[config.mk]
export PLATFORM = sky130hd
export DESIGN_NAME = led_pixel_smear_gamma_ws2812_encoder
export DESIGN_NICKNAME = d
export VERILOG_FILES = /design/src/sv/ws_enc_pkg.sv /design/src/sv/ws_enc_front.sv /design/src/sv/ws_enc_queue.sv /design/src/sv/ws_enc_back.sv /design/src/sv/led_pixel_smear_gamma_ws2812_encoder.sv
export SDC_FILE = /design/constraint.sdc
export NUM_CORES = 2
export LEC_CHECK = 0
export ABC_CLOCK_PERIOD_IN_PS = 12180
export BUFFER_PORTS_ARGS = -buffer_cell sky130_fd_sc_hd__buf_2
export CAP_MARGIN = 20
export CORE_AREA = 2 2 299 301
export DETAILED_ROUTE_END_ITERATION = 10
export DIE_AREA = 0 0 301 303
export SLEW_MARGIN = 20
export SYNTH_ARGS = -nofsm -noshare
export SYNTH_HDL_FRONTEND = slang
export SYNTH_SLANG_ARGS = --single-unit
[constraint.sdc]
create_clock -name clk -period 12.18 [get_ports clk]
set_input_delay 0.609 -clock clk [delete_from_list [all_inputs] [get_ports clk]]
set_output_delay 0.609 -clock clk [all_outputs]
set_load 0.1 [all_outputs]
[src/sv/ws_enc_pkg.sv]
// shared types, constants and arithmetic helpers for the ws2812 pixel encoder
package ws_enc_pkg;

    localparam int DEFAULT_LED_COUNT = 8;
    localparam int INDEX_W           = 3;
    localparam int CHAN_W            = 8;
    localparam int TICK_W            = 8;
    localparam int CFG_INDEX_W       = 3;
    localparam int SYMBOLS_PER_PIXEL = 24;
    localparam int SYM_CNT_W         = 5;
    localparam int QUEUE_DEPTH       = 2;

    localparam logic [CFG_INDEX_W-1:0] REG_BRIGHTNESS_CAP  = 3'd0;
    localparam logic [CFG_INDEX_W-1:0] REG_ONE_HIGH_TICKS  = 3'd1;
    localparam logic [CFG_INDEX_W-1:0] REG_ONE_LOW_TICKS   = 3'd2;
    localparam logic [CFG_INDEX_W-1:0] REG_ZERO_HIGH_TICKS = 3'd3;
    localparam logic [CFG_INDEX_W-1:0] REG_ZERO_LOW_TICKS  = 3'd4;

    localparam logic [CHAN_W-1:0] RESET_BRIGHTNESS_CAP  = 8'd110;
    localparam logic [TICK_W-1:0] RESET_ONE_HIGH_TICKS  = 8'd8;
    localparam logic [TICK_W-1:0] RESET_ONE_LOW_TICKS   = 8'd5;
    localparam logic [TICK_W-1:0] RESET_ZERO_HIGH_TICKS = 8'd4;
    localparam logic [TICK_W-1:0] RESET_ZERO_LOW_TICKS  = 8'd8;

    localparam logic [15:0] BLEND_NEW_WEIGHT = 16'd102;
    localparam logic [15:0] BLEND_OLD_WEIGHT = 16'd153;

    typedef struct packed {
        logic [CHAN_W-1:0] r;
        logic [CHAN_W-1:0] g;
        logic [CHAN_W-1:0] b;
    } rgb_t;

    typedef struct packed {
        logic [CHAN_W-1:0] g;
        logic [CHAN_W-1:0] r;
        logic [CHAN_W-1:0] b;
        logic              frame_last;
    } pix_t;

    typedef struct packed {
        logic [CHAN_W-1:0] brightness_cap;
        logic [TICK_W-1:0] one_high_ticks;
        logic [TICK_W-1:0] one_low_ticks;
        logic [TICK_W-1:0] zero_high_ticks;
        logic [TICK_W-1:0] zero_low_ticks;
    } cfg_t;

    localparam logic [7:0] GAMMA_ROM [256] = '{
          0,  0,  0,  0,  0,  0,  0,  0,  0,  0,  0,  0,  0,  0,  0,  0,
          0,  0,  0,  0,  0,  0,  0,  0,  1,  1,  1,  1,  1,  1,  1,  1,
          1,  1,  1,  1,  2,  2,  2,  2,  2,  2,  2,  2,  3,  3,  3,  3,
          3,  3,  4,  4,  4,  4,  5,  5,  5,  5,  5,  6,  6,  6,  6,  7,
          7,  7,  8,  8,  8,  9,  9,  9, 10, 10, 10, 11, 11, 11, 12, 12,
         13, 13, 13, 14, 14, 15, 15, 16, 16, 17, 17, 18, 18, 19, 19, 20,
         20, 21, 21, 22, 22, 23, 24, 24, 25, 25, 26, 27, 27, 28, 29, 29,
         30, 31, 31, 32, 33, 34, 34, 35, 36, 37, 38, 38, 39, 40, 41, 42,
         42, 43, 44, 45, 46, 47, 48, 49, 50, 51, 52, 53, 54, 55, 56, 57,
         58, 59, 60, 61, 62, 63, 64, 65, 66, 68, 69, 70, 71, 72, 73, 75,
         76, 77, 78, 80, 81, 82, 84, 85, 86, 88, 89, 90, 92, 93, 94, 96,
         97, 99,100,102,103,105,106,108,109,111,112,114,115,117,119,120,
        122,124,125,127,129,130,132,134,136,137,139,141,143,145,146,148,
        150,152,154,156,158,160,162,164,166,168,170,172,174,176,178,180,
        182,184,186,188,191,193,195,197,199,202,204,206,209,211,213,215,
        218,220,223,225,227,230,232,235,237,240,242,245,247,250,252,255
    };

    // exact floor(x / 255) for x up to 65279
    function automatic logic [7:0] div255(input logic [15:0] x);
        logic [16:0] t;
        t = {1'b0, x} + {9'd0, x[15:8]} + 17'd1;
        return t[15:8];
    endfunction

    function automatic logic [7:0] blend(input logic [7:0] fresh, input logic [7:0] old);
        logic [15:0] sum;
        sum = 16'(fresh) * BLEND_NEW_WEIGHT + 16'(old) * BLEND_OLD_WEIGHT;
        return div255(sum);
    endfunction

endpackage

[src/sv/ws_enc_front.sv]
// front end: accepts pixels, applies smear with the frame store, scales and gammas
module ws_enc_front #(
    parameter int LED_COUNT = ws_enc_pkg::DEFAULT_LED_COUNT
) (
    input  logic                                clk,
    input  logic                                rst_n,
    input  logic                                push,
    output logic                                full,
    input  logic [ws_enc_pkg::INDEX_W-1:0]      led_index,
    input  logic [ws_enc_pkg::CHAN_W-1:0]       red,
    input  logic [ws_enc_pkg::CHAN_W-1:0]       green,
    input  logic [ws_enc_pkg::CHAN_W-1:0]       blue,
    input  logic                                smear,
    input  logic [ws_enc_pkg::CHAN_W-1:0]       brightness_cap,
    output logic                                q_push,
    output ws_enc_pkg::pix_t                    q_data,
    input  logic                                q_full
);
    import ws_enc_pkg::*;

    localparam int STORE_DEPTH = (LED_COUNT < 8) ? LED_COUNT : 8;
    localparam int IDX_W       = (STORE_DEPTH > 1) ? $clog2(STORE_DEPTH) : 1;
    localparam int LAST_POS    = LED_COUNT - 1;

    rgb_t               prev_reg [STORE_DEPTH];
    logic               s1_valid_reg;
    rgb_t               s1_chan_reg;
    logic               s1_last_reg;
    logic               s2_valid_reg;
    rgb_t               s2_chan_reg;
    logic               s2_last_reg;

    logic               accept;
    logic               in_ring;
    logic               is_last;
    logic [IDX_W-1:0]   idx;
    rgb_t               prev_rd;
    rgb_t               chan_new;
    logic               s2_take;
    logic               s1_move;

    assign in_ring = 32'(led_index) < LED_COUNT;
    assign is_last = (LAST_POS <= 7) && (32'(led_index) == LAST_POS);
    assign idx     = led_index[IDX_W-1:0];
    assign prev_rd = in_ring ? prev_reg[idx] : '0;

    always_comb
    begin
        chan_new.r = smear ? blend(red, prev_rd.r) : red;
        chan_new.g = smear ? blend(green, prev_rd.g) : green;
        chan_new.b = smear ? blend(blue, prev_rd.b) : blue;
    end

    assign q_push  = s2_valid_reg && !q_full;
    assign s2_take = !s2_valid_reg || q_push;
    assign s1_move = s1_valid_reg && s2_take;
    assign full    = s1_valid_reg && !s2_take;
    assign accept  = push && !full;

    always_comb
    begin
        q_data.g          = GAMMA_ROM[s2_chan_reg.g];
        q_data.r          = GAMMA_ROM[s2_chan_reg.r];
        q_data.b          = GAMMA_ROM[s2_chan_reg.b];
        q_data.frame_last = s2_last_reg;
    end

    always_ff @(posedge clk or negedge rst_n)
    begin
        if (!rst_n)
        begin
            for (int i = 0; i < STORE_DEPTH; i++)
            begin
                prev_reg[i] <= '0;
            end
        end
        else if (accept && in_ring)
        begin
            prev_reg[idx] <= chan_new;
        end
    end

    always_ff @(posedge clk or negedge rst_n)
    begin
        if (!rst_n)
        begin
            s1_valid_reg <= 1'b0;
            s2_valid_reg <= 1'b0;
        end
        else
        begin
            if (accept)
            begin
                s1_valid_reg <= 1'b1;
            end
            else if (s1_move)
            begin
                s1_valid_reg <= 1'b0;
            end
            if (s2_take)
            begin
                s2_valid_reg <= s1_valid_reg;
            end
        end
    end

    always_ff @(posedge clk)
    begin
        if (accept)
        begin
            s1_chan_reg <= chan_new;
            s1_last_reg <= in_ring && is_last;
        end
        if (s1_move)
        begin
            s2_chan_reg.r <= div255(16'(s1_chan_reg.r) * 16'(brightness_cap));
            s2_chan_reg.g <= div255(16'(s1_chan_reg.g) * 16'(brightness_cap));
            s2_chan_reg.b <= div255(16'(s1_chan_reg.b) * 16'(brightness_cap));
            s2_last_reg   <= s1_last_reg;
        end
    end

endmodule

[src/sv/ws_enc_queue.sv]
// short pixel queue between front and back
module ws_enc_queue (
    input  logic                clk,
    input  logic                rst_n,
    input  logic                wr_en,
    input  ws_enc_pkg::pix_t    wr_data,
    output logic                full,
    input  logic                rd_en,
    output ws_enc_pkg::pix_t    rd_data,
    output logic                empty
);
    import ws_enc_pkg::*;

    localparam int PTR_W = (QUEUE_DEPTH > 1) ? $clog2(QUEUE_DEPTH) : 1;
    localparam int CNT_W = $clog2(QUEUE_DEPTH + 1);

    pix_t               mem_reg [QUEUE_DEPTH];
    logic [PTR_W-1:0]   wr_ptr_reg;
    logic [PTR_W-1:0]   rd_ptr_reg;
    logic [CNT_W-1:0]   count_reg;
    logic               do_wr;
    logic               do_rd;

    assign full    = count_reg == CNT_W'(QUEUE_DEPTH);
    assign empty   = count_reg == '0;
    assign do_wr   = wr_en && !full;
    assign do_rd   = rd_en && !empty;
    assign rd_data = mem_reg[rd_ptr_reg];

    always_ff @(posedge clk or negedge rst_n)
    begin
        if (!rst_n)
        begin
            wr_ptr_reg <= '0;
            rd_ptr_reg <= '0;
            count_reg  <= '0;
        end
        else
        begin
            if (do_wr)
            begin
                wr_ptr_reg <= (32'(wr_ptr_reg) == QUEUE_DEPTH - 1) ? '0 : wr_ptr_reg + 1'b1;
            end
            if (do_rd)
            begin
                rd_ptr_reg <= (32'(rd_ptr_reg) == QUEUE_DEPTH - 1) ? '0 : rd_ptr_reg + 1'b1;
            end
            if (do_wr && !do_rd)
            begin
                count_reg <= count_reg + 1'b1;
            end
            else if (do_rd && !do_wr)
            begin
                count_reg <= count_reg - 1'b1;
            end
        end
    end

    always_ff @(posedge clk)
    begin
        if (do_wr)
        begin
            mem_reg[wr_ptr_reg] <= wr_data;
        end
    end

endmodule

[src/sv/ws_enc_back.sv]
// back end: serializes each pixel into 24 bit symbols, msb first
module ws_enc_back (
    input  logic                            clk,
    input  logic                            rst_n,
    input  logic                            q_empty,
    input  ws_enc_pkg::pix_t                q_data,
    output logic                            q_pop,
    input  ws_enc_pkg::cfg_t                cfg,
    output logic                            empty,
    input  logic                            pop,
    output logic                            bit_value,
    output logic [ws_enc_pkg::TICK_W-1:0]   high_ticks,
    output logic [ws_enc_pkg::TICK_W-1:0]   low_ticks,
    output logic                            pixel_done,
    output logic                            frame_done
);
    import ws_enc_pkg::*;

    logic                       cur_valid_reg;
    logic [SYMBOLS_PER_PIXEL-1:0] shift_reg;
    logic [SYM_CNT_W-1:0]       cnt_reg;
    logic                       last_reg;
    logic                       taken;
    logic                       finishing;

    assign empty      = !cur_valid_reg;
    assign taken      = pop && cur_valid_reg;
    assign pixel_done = cnt_reg == SYM_CNT_W'(SYMBOLS_PER_PIXEL - 1);
    assign finishing  = taken && pixel_done;
    assign q_pop      = !q_empty && (!cur_valid_reg || finishing);

    assign bit_value  = shift_reg[SYMBOLS_PER_PIXEL-1];
    assign high_ticks = bit_value ? cfg.one_high_ticks : cfg.zero_high_ticks;
    assign low_ticks  = bit_value ? cfg.one_low_ticks : cfg.zero_low_ticks;
    assign frame_done = pixel_done && last_reg;

    always_ff @(posedge clk or negedge rst_n)
    begin
        if (!rst_n)
        begin
            cur_valid_reg <= 1'b0;
            cnt_reg       <= '0;
        end
        else if (q_pop)
        begin
            cur_valid_reg <= 1'b1;
            cnt_reg       <= '0;
        end
        else if (finishing)
        begin
            cur_valid_reg <= 1'b0;
        end
        else if (taken)
        begin
            cnt_reg <= cnt_reg + 1'b1;
        end
    end

    always_ff @(posedge clk)
    begin
        if (q_pop)
        begin
            shift_reg <= {q_data.g, q_data.r, q_data.b};
            last_reg  <= q_data.frame_last;
        end
        else if (taken)
        begin
            shift_reg <= {shift_reg[SYMBOLS_PER_PIXEL-2:0], 1'b0};
        end
    end

endmodule

[src/sv/led_pixel_smear_gamma_ws2812_encoder.sv]
// top level of the ws2812 pixel encoder with smear, brightness cap and gamma
//
//  channel   handshake              word
//  pixel in  push / full            led_index, red, green, blue, smear
//  symbol    pop / empty            bit_value, high_ticks, low_ticks, pixel_done, frame_done
//  config    cfg_valid / cfg_ready  cfg_index, cfg_data
//
// each pixel gives 24 symbols, one per cycle while pop is held and a symbol is
// ready; the serializer sets that rate
// an accepted pixel passes the two front stage registers, the queue and the serializer shift register
// the frame store clears at reset, no sweep; config is always ready
// a two-pixel queue lets the front take pixels while symbols stall
module led_pixel_smear_gamma_ws2812_encoder #(
    parameter int LED_COUNT = ws_enc_pkg::DEFAULT_LED_COUNT
) (
    input  logic                                clk,
    input  logic                                rst_n,
    input  logic                                push,
    output logic                                full,
    input  logic [ws_enc_pkg::INDEX_W-1:0]      led_index,
    input  logic [ws_enc_pkg::CHAN_W-1:0]       red,
    input  logic [ws_enc_pkg::CHAN_W-1:0]       green,
    input  logic [ws_enc_pkg::CHAN_W-1:0]       blue,
    input  logic                                smear,
    output logic                                empty,
    input  logic                                pop,
    output logic                                bit_value,
    output logic [ws_enc_pkg::TICK_W-1:0]       high_ticks,
    output logic [ws_enc_pkg::TICK_W-1:0]       low_ticks,
    output logic                                pixel_done,
    output logic                                frame_done,
    input  logic                                cfg_valid,
    output logic                                cfg_ready,
    input  logic [ws_enc_pkg::CFG_INDEX_W-1:0]  cfg_index,
    input  logic [ws_enc_pkg::CHAN_W-1:0]       cfg_data
);
    import ws_enc_pkg::*;

    cfg_t   cfg_reg;
    logic   fq_push;
    pix_t   fq_data;
    logic   fq_full;
    logic   bq_pop;
    pix_t   bq_data;
    logic   bq_empty;

    assign cfg_ready = 1'b1;

    always_ff @(posedge clk or negedge rst_n)
    begin
        if (!rst_n)
        begin
            cfg_reg.brightness_cap  <= RESET_BRIGHTNESS_CAP;
            cfg_reg.one_high_ticks  <= RESET_ONE_HIGH_TICKS;
            cfg_reg.one_low_ticks   <= RESET_ONE_LOW_TICKS;
            cfg_reg.zero_high_ticks <= RESET_ZERO_HIGH_TICKS;
            cfg_reg.zero_low_ticks  <= RESET_ZERO_LOW_TICKS;
        end
        else if (cfg_valid && cfg_ready)
        begin
            unique case (cfg_index)
                REG_BRIGHTNESS_CAP:  cfg_reg.brightness_cap  <= cfg_data;
                REG_ONE_HIGH_TICKS:  cfg_reg.one_high_ticks  <= cfg_data;
                REG_ONE_LOW_TICKS:   cfg_reg.one_low_ticks   <= cfg_data;
                REG_ZERO_HIGH_TICKS: cfg_reg.zero_high_ticks <= cfg_data;
                REG_ZERO_LOW_TICKS:  cfg_reg.zero_low_ticks  <= cfg_data;
                default:
                begin
                end
            endcase
        end
    end

    ws_enc_front #(
        .LED_COUNT (LED_COUNT)
    ) u_front (
        .clk            (clk),
        .rst_n          (rst_n),
        .push           (push),
        .full           (full),
        .led_index      (led_index),
        .red            (red),
        .green          (green),
        .blue           (blue),
        .smear          (smear),
        .brightness_cap (cfg_reg.brightness_cap),
        .q_push         (fq_push),
        .q_data         (fq_data),
        .q_full         (fq_full)
    );

    ws_enc_queue u_queue (
        .clk     (clk),
        .rst_n   (rst_n),
        .wr_en   (fq_push),
        .wr_data (fq_data),
        .full    (fq_full),
        .rd_en   (bq_pop),
        .rd_data (bq_data),
        .empty   (bq_empty)
    );

    ws_enc_back u_back (
        .clk        (clk),
        .rst_n      (rst_n),
        .q_empty    (bq_empty),
        .q_data     (bq_data),
        .q_pop      (bq_pop),
        .cfg        (cfg_reg),
        .empty      (empty),
        .pop        (pop),
        .bit_value  (bit_value),
        .high_ticks (high_ticks),
        .low_ticks  (low_ticks),
        .pixel_done (pixel_done),
        .frame_done (frame_done)
    );

endmodule

==> reports/qor.csv <==
stage,metric,value,unit
finish,largest_reg_flops,192,
status,status,completed,
global_routing,antenna_found_initial,4,
finish,num-nets-final,4405,
setup_path,crit_type,in -> reg,
routing,routed_wl,88.2,mm
floorplanning,die_width,301,µm
timing,final.setup.worst_slack,3.97,ns
clock_network,numCtsBuffers,41,
clock_network,cts.htree.levels,2,
clock_network,cts-hold-fix-buffers,0,
floorplanning,row_count,109,
global_routing,grt_use_met1,26.5,%
setup_path,setup.worst_path.end_class,flop,
setup_path,worst-path-max-fanout,9,
global_routing,grt_first_pass_wirelength,144,mm
placement,count_of_input_and_output_buffers,64,
routing,detailed_routing_iterations_pass_1,5,
routing,post-route-drc-count,0,
yosys,ys_top_cells_by_area,"sky130_fd_sc_hd__dfrtp_1 (17%), sky130_fd_sc_hd__ha_1 (15%), sky130_fd_sc_hd__fa_1 (11%), sky130_fd_sc_hd__edfxtp_1 (11%), sky130_fd_sc_hd__inv_1 (4.8%)",
clock_network,numClockSinks,369,
setup_path,worst_r2r_path_depth,25,
yosys,synth-edff-count,125,
clock_network,max-clock-path-buffers,3,
placement,placement_stage_worst_setup_slack,3.38,ns
yosys,synth_common_cells,"sky130_fd_sc_hd__inv_1 (443), sky130_fd_sc_hd__ha_1 (406), sky130_fd_sc_hd__nand2_1 (362), sky130_fd_sc_hd__nor2_1 (268), sky130_fd_sc_hd__dfrtp_1 (234)",
yosys,post_synth_num_cell_types,98,
timing,hold_slack,0.0185,ns
yosys,postSynthCellCount,3800,
flow_run,maxcap_violations,0,
global_routing,global_route.usage.total,19.4,%
yosys,syn-cell-area,34900,µm²
yosys,synth_warnings,0,
timing,hold_viol_final,0,
finish,layout-area-overhead-vs-synth,8.09,%
setup_path,crit_path_max_incr_delay,0.70,ns
yosys,synth_ff_type,sky130_fd_sc_hd__dfrtp_1,
global_routing,use_met3,2.63,%
routing,detail_route.wl_per_cell,17.8,µm
finish,drive_gt1_share,8.86,%
yosys,syn-mean-instance-area,9.18,µm²
timing,fmax,122,MHz
timing,period_minus_slack,8.21,ns
yosys,synth_top_cell_by_area,sky130_fd_sc_hd__dfrtp_1,
timing,max_slew_margin,27.5,%
floorplanning,initial_cell_density_of_the_core,39.6,%
yosys,synth_fp_nets,4442,
global_routing,grt_remaining_overflow,0,
finish,fillers,8633,
timing,finalSetupViolations,0,
routing,viasPerCell,5.49,
timing,clock-skew-final,0.0309,ns
clock_network,cts_setup_buffers,0,
setup_path,worst_r2r_startpoint,u_front.prev_reg[56]$_DFFE_PN0P_,
setup_path,critPathMostFrequentCell,sky130_fd_sc_hd__inv_1,
clock_network,path_clk_slew,0.06,ns
floorplanning,die_h,303,µm
yosys,seq_total_area_yosys,28.3,%
routing,drtAntennaViolNets,0,
routing,route.vias.total,27235,
floorplanning,floorplan.die_area,91200,µm²
setup_path,cp_data_arrival_time,8.52,ns
timing,fin_setup_tns,0,ns
min_path,hold_path.class,in -> async,
finish,finalCoreUtilization,42.8,%
floorplanning,design.portCount,66,
floorplanning,core-area,88000,µm²
yosys,async_reset_ff_share,66.1,%
routing,detail_route.iter0.violations,2234,
setup_path,worst_setup_path_startpoint,green[2],
setup_path,critical-path-slowest-cell,sky130_fd_sc_hd__mux2i_1,
yosys,synth_top_area_share,16.8,%
clock_network,clock_tree.root_cell,sky130_fd_sc_hd__clkbuf_16,
yosys,yosysMostFrequentCell,sky130_fd_sc_hd__inv_1,
clock_network,cts_resized,0,
timing,actual_transition_at_the_worst_max_transition_pin,1.08,ns
clock_network,cts_tree,done,
yosys,ys_ff_latch,369,
timing,min_period_over_period,67.4,%
timing,finalMaxSlewViolations,0,
setup_path,timing.critical_path.required,12.50,ns
global_routing,global_route.usage.met2,32.0,%
placement,place.gp.congestion,0.853,
global_routing,top_usage_layer,met2,
clock_network,insertion_delay,0.60,ns
placement,place_hpwl,64.0,mm
setup_path,crit_path_start_kind,input port,
global_routing,first_global_vias,26843,
global_routing,largest_net_degree_at_the_start_of_global_routing,154,
timing,grt_setup_unrepaired,false,
[critical path: cells and delay by family]
kind            cells  cell delay [ns]
compound gates      8             1.80
buf+inv             8             0.61
mux                 1             0.70
xor+xnor            2             0.38
fa+ha+maj           9             3.57
simple gates        4             0.83
[cells in the final DEF, fill, tap and decap left out, types with 23 or more instances in the layout]
master and count:
sky130_fd_sc_hd__and2_1 117, sky130_fd_sc_hd__mux2_2 85, sky130_fd_sc_hd__a221oi_1 52, sky130_fd_sc_hd__a31oi_1 25, sky130_fd_sc_hd__dfrtp_1 234, sky130_fd_sc_hd__ha_1 406
sky130_fd_sc_hd__o221ai_1 32, sky130_fd_sc_hd__clkbuf_16 41, sky130_fd_sc_hd__inv_1 443, sky130_fd_sc_hd__a22oi_1 88, sky130_fd_sc_hd__a21o_1 42, sky130_fd_sc_hd__nand3_1 50
sky130_fd_sc_hd__edfxtp_1 125, sky130_fd_sc_hd__nor3_1 30, sky130_fd_sc_hd__nand2_1 362, sky130_fd_sc_hd__o21ai_0 216, sky130_fd_sc_hd__buf_4 47, sky130_fd_sc_hd__o211ai_1 27
sky130_fd_sc_hd__fa_1 192, sky130_fd_sc_hd__a21oi_1 232, sky130_fd_sc_hd__o21bai_1 28, sky130_fd_sc_hd__mux2i_1 52, sky130_fd_sc_hd__o22ai_1 23, sky130_fd_sc_hd__nor2_1 264
sky130_fd_sc_hd__buf_2 63, sky130_fd_sc_hd__xnor2_1 83, sky130_fd_sc_hd__xor2_1 52, sky130_fd_sc_hd__a211oi_1 38
[kinds of logic (layout without fill, tap and decap cells)]
family | Yosys count | count (layout) | synth area share [%]
other | 1 | 2 | 0.0108
flip-flops | 369 | 369 | 28.3
AND/OR/NAND/NOR | 971 | 971 | 12.9
XOR/XNOR | 142 | 142 | 3.72
multiplexers | 151 | 151 | 5.10
AO/OA/AOI/OAI | 929 | 929 | 17.4
adder cells (fa/ha/maj) | 598 | 598 | 25.6
buffers and inverters | 639 | 633 | 6.97
[layout make-up]
cell class              instances  area, µm²  share of cell area [%]
inverters                     447       1680                    4.45
flip-flops and latches        369       9870                    26.2
clock inverters                19        231                   0.614
well taps                    1165       1460                    3.87
clock buffers                  55       1120                    2.98
diodes                          1       2.50                 0.00664
multi-input cells            2792      22600                    60.0
repair buffers                112        703                    1.87
[per-layer routing]
layer / routed length, µm / vias to the layer above
met5: 11 / -
met4: 2350 / 2
met3: 4360 / 156
met2: 41600 / 649
met1: 39900 / 13239
li1: - / 13189
[per-stage QoR]
step / area [µm²] / std cells
global placement: 36300 / 4885
floorplan: 34900 / 3800
global route: 37700 / 4960
detailed placement: 36300 / 4885
finish: 37700 / 4960
CTS: 37700 / 4959
[final timing paths]
path,end,slack (ns)
min in group clk,cfg_reg[27]$_DFFE_PN1P_,0.31
min,u_front.prev_reg[162]$_DFFE_PN0P_,0.02
min reg2reg,u_queue.mem_reg[0][0]$_DFFE_PP_,0.46
max in group asynchronous,u_back.cur_valid_reg$_DFFE_PN0P_,10.85
max reg2reg,u_front.s1_chan_reg[9]$_DFFE_PP_,4.85
max,u_front.s1_chan_reg[9]$_DFFE_PP_,3.97
Power is not shown: default switching activity piles up to over one toggle a cycle in this logic, so the estimate is an artifact.
